<file path="config.mk">
export PLATFORM = sky130hd
export DESIGN_NAME = ier_ctrl
export DESIGN_NICKNAME = d
export VERILOG_FILES = /design/src/rtl/ier_pkg.sv /design/src/rtl/ier_ctrl.sv
export SDC_FILE = /design/constraint.sdc
export NUM_CORES = 1
export LEC_CHECK = 0
export ABC_AREA = 0
export BUFFER_PORTS_ARGS = -buffer_cell sky130_fd_sc_hd__buf_2
export CAP_MARGIN = 40
export CORE_AREA = 2 2 39 41
export CTS_BUF_LIST = sky130_fd_sc_hd__clkbuf_4
export DETAILED_ROUTE_END_ITERATION = 10
export DIE_AREA = 0 0 41 43
export HOLD_SLACK_MARGIN = 0.05
export SLEW_MARGIN = 20
export SYNTH_ARGS = -nofsm -noshare
export SYNTH_HDL_FRONTEND = slang
export SYNTH_SLANG_ARGS = --single-unit
</file>
<file path="constraint.sdc">
create_clock -name clock -period 1.18 [get_ports clock]
set_input_delay 0.059 -clock clock [delete_from_list [all_inputs] [get_ports clock]]
set_output_delay 0.059 -clock clock [all_outputs]
set_load 0.02 [all_outputs]
</file>
<file path="src/rtl/ier_pkg.sv">
// shared types and constants of the icmp echo reply builder
// no dependencies; imported by ier_ctrl, ier_dpath and the top level
`default_nettype none
package ier_pkg;

   localparam int MAX_FRAME_BYTES = 2048;
   localparam int ADDR_W = $clog2(MAX_FRAME_BYTES);
   localparam int CNT_W = $clog2(MAX_FRAME_BYTES + 2);
   localparam int POS_W = $clog2(MAX_FRAME_BYTES + 256);
   localparam int SUM_W = ADDR_W + 16;

   localparam int LINK_W = 7;
   localparam int IP_ADDR_W = 32;
   localparam int CSR_IDX_W = 2;
   localparam int CSR_DATA_W = 32;

   localparam int IPV4_HDR_BYTES = 20;
   localparam int MIN_IP_ICMP_BYTES = 28;
   localparam int IPV4_PROTO_OFFSET = 9;
   localparam int ICMP_CSUM_BYTES = 4;

   localparam logic [7:0] IP_PROTO_ICMP = 8'd1;
   localparam logic [7:0] ICMP_ECHO_REQUEST = 8'd8;

   localparam logic [LINK_W-1:0] LINK_HDR_RESET = 7'd16;
   localparam logic [IP_ADDR_W-1:0] SRC_ADDR_RESET = 32'h0102_0304;
   localparam logic [IP_ADDR_W-1:0] DST_ADDR_RESET = 32'h0A09_0006;

   localparam logic [CSR_IDX_W-1:0] CSR_LINK_HDR = 2'd0;
   localparam logic [CSR_IDX_W-1:0] CSR_SRC_ADDR = 2'd1;
   localparam logic [CSR_IDX_W-1:0] CSR_DST_ADDR = 2'd2;

   localparam logic OP_PUSH = 1'b0;
   localparam logic OP_PULL = 1'b1;

   localparam logic KIND_STATUS = 1'b0;
   localparam logic KIND_BYTE = 1'b1;

   typedef enum logic [2:0] {
      STATUS_READY = 3'd0,
      STATUS_NOT_ECHO = 3'd1,
      STATUS_TOO_SHORT = 3'd2,
      STATUS_TOO_LONG = 3'd3,
      STATUS_NOTHING = 3'd4
   } ier_status_type;

   typedef enum logic [2:0] {
      ST_IDLE,
      ST_CHECK,
      ST_PROTO,
      ST_TYPE,
      ST_FOLD,
      ST_PULL,
      ST_RESP
   } ier_state_type;

   typedef struct packed {
      logic push_en;
      logic pull_miss;
      logic pull_load;
      logic rd_proto;
      logic rd_type;
      logic cap_proto;
      logic end_status;
      ier_status_type status;
      logic pad;
      logic fold;
      logic finish;
   } ier_cmd_type;

   typedef struct packed {
      logic too_long;
      logic too_short;
      logic not_echo;
      logic fold_more;
      logic pull_ok;
   } ier_stat_type;

endpackage
`default_nettype wire

</file>
<file path="src/rtl/ier_ctrl.sv">
// controller state machine: sequences push, end of frame checks and pulls
// depends on ier_pkg
`default_nettype none
module ier_ctrl (
   input wire logic clock,
   input wire logic reset,
   input wire logic req_valid,
   input wire logic req_operation,
   input wire logic req_frame_last,
   output logic req_ready,
   output logic rsp_valid,
   input wire logic rsp_ready,
   input wire ier_pkg::ier_stat_type stat,
   output ier_pkg::ier_cmd_type cmd
);
   import ier_pkg::*;

   ier_state_type st_ff, st_in;

   always_ff @(posedge clock) begin
      if (reset) begin
         st_ff <= ST_IDLE;
      end else begin
         st_ff <= st_in;
      end
   end

   always_comb begin
      st_in = st_ff;
      case (st_ff)
         ST_IDLE: begin
            if (req_valid) begin
               if (req_operation == OP_PULL) begin
                  st_in = stat.pull_ok ? ST_PULL : ST_RESP;
               end else if (req_frame_last) begin
                  st_in = ST_CHECK;
               end
            end
         end
         ST_CHECK: begin
            st_in = (stat.too_long || stat.too_short) ? ST_RESP : ST_PROTO;
         end
         ST_PROTO: st_in = ST_TYPE;
         ST_TYPE: begin
            st_in = stat.not_echo ? ST_RESP : ST_FOLD;
         end
         ST_FOLD: begin
            if (!stat.fold_more) begin
               st_in = ST_RESP;
            end
         end
         ST_PULL: st_in = ST_RESP;
         ST_RESP: begin
            if (rsp_ready) begin
               st_in = ST_IDLE;
            end
         end
         default: st_in = ST_IDLE;
      endcase
   end

   always_comb begin
      cmd = '0;
      cmd.status = STATUS_READY;
      req_ready = 1'b0;
      rsp_valid = 1'b0;
      case (st_ff)
         ST_IDLE: begin
            req_ready = 1'b1;
            if (req_valid) begin
               if (req_operation == OP_PULL) begin
                  cmd.pull_miss = !stat.pull_ok;
               end else begin
                  cmd.push_en = 1'b1;
               end
            end
         end
         ST_CHECK: begin
            if (stat.too_long) begin
               cmd.end_status = 1'b1;
               cmd.status = STATUS_TOO_LONG;
            end else if (stat.too_short) begin
               cmd.end_status = 1'b1;
               cmd.status = STATUS_TOO_SHORT;
            end else begin
               cmd.rd_proto = 1'b1;
            end
         end
         ST_PROTO: begin
            cmd.cap_proto = 1'b1;
            cmd.rd_type = 1'b1;
         end
         ST_TYPE: begin
            if (stat.not_echo) begin
               cmd.end_status = 1'b1;
               cmd.status = STATUS_NOT_ECHO;
            end else begin
               cmd.pad = 1'b1;
            end
         end
         ST_FOLD: begin
            cmd.fold = stat.fold_more;
            cmd.finish = !stat.fold_more;
         end
         ST_PULL: cmd.pull_load = 1'b1;
         ST_RESP: rsp_valid = 1'b1;
         default: begin
         end
      endcase
   end
endmodule
`default_nettype wire

</file>
; ---- Word-level counts from Yosys, hierarchy flattened
; Index checks and enable logic that the tools add are counted.
[op_classes]
eq_ne = 10
n_mux = 27
reduce_logical = 5
[ops]
columns = operator, n
row1 = 3-bit case mux with 7 select lines, 1
row2 = 3-bit two-way mux, 6
row3 = 2-bit two-way mux, 6
row4 = 4-bit two-way mux, 3
row5 = 1-bit two-way mux, 10
row6 = "3-bit equality test, second input constant", 3
row7 = 4-bit case mux with 2 select lines, 1
row8 = "3-bit by 2-bit equality test with 1-bit output, second input constant", 2
row9 = "2-bit != test, second input constant", 3
row10 = 4-bit AND reduction, 1
row11 = "3-bit by 1-bit equality test with 1-bit output, second input constant", 1
row12 = 3-bit zero test, 1
row13 = "3-bit != test, second input constant", 1
row14 = 1-bit zero test, 2
row15 = 1-bit logical OR, 1
[word_totals]
regBits = 3
in_bits = 11

; ---- Longest topological paths before layout
[logic_depth]
word_depth = 4
depth_mapped = 5
depth_no_buf = 4

; ---- Worst setup path after synthesis
; No wires, ideal clock.
[synth_timing]
path_kind = register to output
from = reg st_ff[1]
to = out cmd[8] (netlist name)
t_arrival_ns = 1.473
required_ns = 1.121
slack_ns = -0.352
stages_incl_launch_ff = 4
path_buffers = 2
path_cell_list = dfxtp_1 > buf_4 > nor3b_1 > buf_4
[synth_rtl]
columns = item, line_no
row1 = start: declaration, ier_ctrl.sv:18  ; ier_state_type st_ff, st_in;
row2 = start signal: assignment, ier_ctrl.sv:24  ; st_ff <= st_in;
row3 = end: declaration, ier_ctrl.sv:14  ; output ier_pkg::ier_cmd_type cmd

==> impl.org <==
** Place
- HPWL reported at the end of detailed placement :: 792.1 um
- Count of input and output buffers :: 24
- The congestion estimate from routability-driven global placement came to 0.8150.
- Post-placement setup slack :: -0.01736 ns
- Cell area after placement :: 516.7 um2

** Timing
- Static timing analysis puts the maximum clock frequency at 0.7900 GHz.
- Number of pins exceeding their max-slew limit in the final report :: 0
- The final critical path takes up 107.3% of the cycle.
- Final Hold Fails :: 0
- Across the routed clock network, the largest skew measured is 0.007054 ns.
- Final setup violating endpoints :: 12
- Crit path time final :: 1.266 ns
- Final hold analysis gives a worst-case slack of 0.1290 ns.
- RSZ-0062 raised after global routing :: yes
- Once routing completed, OpenROAD measured the worst setup slack at -0.08577 ns.

** Worst setup path
- CP startpoint kind :: flip-flop
- Nature of the critical path endpoint :: output port
- Among cell families on the critical path, the largest total delay comes from flip-flops.
- In this run the critical register-to-register path is launched from st_ff[0].
- The slowest stage of the critical path is the sky130_fd_sc_hd__dfxtp_4 cell.
- The critical path in this run is classified as flip-flop to output port.
- The critical path goes through buf_6 > nor4b_4 > buf_4.
- The largest single stage delay on the critical path is 0.37 ns.
- Signal arrival time at the worst endpoint :: 1.21 ns
- The critical path contains buffers and inverters numbering 2 combined.
- Data on the critical path is required at its endpoint by 1.12 ns.
- Of all nets on the critical path, the largest fanout is 6.
- The critical path starts at st_ff[1].

** Hold path
- The worst hold path begins at rsp_ready.
- Hold Path Class :: primary input to flip-flop

** Detailed routing
- Final routed DRC violation total :: 0
- Per-cell routed wire length :: 11.89 um
- Number of vias after detailed routing :: 493
- Once detail routing completed, the nets flagged for antenna violations numbered 0.
- Router iterations before antenna repair :: 4
- After detailed routing, the total wire length is 1225 um.
- In this run, the number of DRC markers left after iteration 0 of detailed routing was 13.
- Mean number of vias per cell :: 4.786

** Yosys
- The number of different library cells used by synthesis comes to 25.
- Yosys synthesis warning count :: 0
- The top cell type by area accounts for 17.45% of the synthesized area.
- The biggest area contributor in the post-synthesis netlist is sky130_fd_sc_hd__dfxtp_1.
- Count of flip-flops with a built-in enable after synthesis :: 0
- Sequential-to-total area share from yosys stat :: 17.45%
- In this run the mean area of a mapped cell was 6.882 um2.
- Dominant cells by area after synthesis :: sky130_fd_sc_hd__dfxtp_1 17%, sky130_fd_sc_hd__nor2_1 11%, sky130_fd_sc_hd__buf_4 6.5%
- When the netlist entered floorplanning its net count stood at 61.
- Post-synthesis async set-or-reset flop share :: 0%
- The cell area that synthesis handed to floorplanning was 344.1 um2.
- Synthesis inferred 3 register bits.
- Gate count after technology mapping :: 50
- Top FF cell, synth :: sky130_fd_sc_hd__dfxtp_1

** Global route
- Total congestion overflow after global routing :: 0
- Global Route met3 Usage :: 3.665%
- For this run, global-route usage on met2 was measured as 22.19%.
- After global routing, the most crowded layer is met2.
- Entering global routing, the biggest net connects 9 pins.
- The number of global-route vias before repair was 414.
- Wire length of the first global-routing pass :: 1773 um
- Global routing consumed, on the met1 layer, 18.33% of the routing resources.
- Initial antenna violation count :: 0
- Global routing used 14.66% of the available tracks.

** Run status
- The flow ran to the end, but the final reports show violations.
- Violations in the final reports :: negative setup slack

** Floorplan
- The core region is 0.001384 mm2.
- The floorplan step set the die height to 43 um.
- In this run the horizontal extent of the chip is 41 um.
- For this design the top-level I/O count stands at 26.
- The floorplan has 14 rows.
- Die area :: 0.001763 mm2
- Once the floorplan was initialized, standard cells occupied 24.86% of the core.

** Cells and area
- The repair_antennas step left the layout with diodes totalling 0.
- The register with the most flip-flops in the layout has 3 of them.
- Share of post-route cells with drive strength above 1 :: 71.26%
- Ranked by flip-flop count, first place goes to st_ff.
- The largest registers in the layout are st_ff x3.
- Relative to the synthesized area, the layout overhead comes to 118.5%.
- Number of nets in the layout :: 99
- Design Area, Final :: 752.0 um2

** Run
- The tool flagged a number of max-cap violations equal to 0.

** Power and ir drop
- Post-route total power :: 1882 uW
- For this design the ratio of total power to cell area is 2502 mW/mm2.
- Static leakage power :: 0.0003454 uW
- The worst-case IR drop observed on VDD is 0.001362 V.

** Clocking
- Clock buffers created by TritonCTS :: 3
- After clock tree synthesis, the clock-pin slew on the worst setup and hold paths is 0.04 ns.
- CTS tree :: yes
- The later pin in the worst-skew pair is clocked with a latency of 0.24 ns.
- The clock passes through at most 2 buffers.
- H-tree depth reported by CTS :: 1
- CTS saw 3 sinks.
- The tree is rooted in a sky130_fd_sc_hd__clkbuf_4.
## per-layer routing
layer / routed length [um] / share of wire (%)
met5: 0 / 0
met4: 11 / 0.90
met3: 79 / 6.4
met2: 613 / 50
met1: 520 / 42
## logic make-up (layout without fill, tap and decap cells)
| logic type | count (synthesis) | count (layout) | share of synthesized area (%) |
|---|---|---|---|
| AND/OR/NAND/NOR | 31 | 31 | 50.91 |
| AO/OA/AOI/OAI | 8 | 8 | 15.27 |
| buffers and inverters | 6 | 43 | 12.36 |
| flip-flops | 3 | 3 | 17.46 |
| other | 1 | 1 | 1.090 |
| multiplexers | 1 | 1 | 2.909 |
## through the flow
stage,util (%),cells,TNS (ns)
2_1_floorplan,-,50,-0.1973
6_report,54.34,103,-0.5556
3_5_place_dp,37.34,90,-0.01736
3_3_place_gp,37.34,90,-0.03176
4_1_cts,47.92,101,-0.5174
5_1_grt,54.34,103,-1.296
## layout make-up
class	count	area, um2
Clock buffer	4	30.03
Fill cell	129	631.9
Inverter	1	3.754
Multi-Input combinational cell	41	344.1
Sequential cell	3	71.32
Tap cell	16	20.02
Timing Repair Buffer	38	282.8
## tightest hold or removal path, stage by stage
cell and delay (ns):
sky130_fd_sc_hd__buf_2 0.09, sky130_fd_sc_hd__nand2_1 0.05, sky130_fd_sc_hd__o21ai_1 0.06, sky130_fd_sc_hd__o41ai_1 0.07
## power breakdown
group	switching (uW)	internal, uW	total (uW)
logic	673	705	1380
clock network	65.2	150	216
registers	112	176	288
## layout by cell type (no fill, tap or decap), types with 2 or more instances in the layout
master and n:
sky130_fd_sc_hd__buf_2 11, sky130_fd_sc_hd__nand2b_1 2, sky130_fd_sc_hd__nor3_2 3, sky130_fd_sc_hd__nand2_1 3
sky130_fd_sc_hd__dfxtp_4 3, sky130_fd_sc_hd__nor3b_2 2, sky130_fd_sc_hd__nor2_2 3, sky130_fd_sc_hd__o21ai_0 2
sky130_fd_sc_hd__nor2b_1 2, sky130_fd_sc_hd__nor2_1 6, sky130_fd_sc_hd__buf_6 6, sky130_fd_sc_hd__clkbuf_4 4
sky130_fd_sc_hd__buf_4 20
## worst paths after layout
check                  end  slack (ns)  cells after the start
hold / removal    st_ff[2]        0.13                      4
setup / recovery    cmd[1]       -0.09                      3
setup reg to reg  st_ff[1]       -0.05                      5
hold reg to reg   st_ff[0]        0.60                      2
## synthesized netlist by cell type, types with 2 or more instances
library cell,number
sky130_fd_sc_hd__dfxtp_1,3
sky130_fd_sc_hd__nand2b_1,2
sky130_fd_sc_hd__nor3b_1,3
sky130_fd_sc_hd__nand2_1,5
sky130_fd_sc_hd__buf_4,3
sky130_fd_sc_hd__nor2b_1,2
sky130_fd_sc_hd__nor4b_1,2
sky130_fd_sc_hd__nor3_1,3
sky130_fd_sc_hd__o21ai_0,2
sky130_fd_sc_hd__nor2_1,10
## repair_timing
| item | CTS | global route |
|---|---|---|
| gates cloned | 0 | 0 |
| buffers inserted | 6 | 3 |
| resized for setup | 23 | 17 |
| hold endpoints to repair | 1 | 0 |
| pin swaps | 7 | 7 |
| hold buffers | 1 | 0 |
| setup endpoints to repair | 15 | 14 |
No activity file was read; power rests on OpenSTA's default activity.
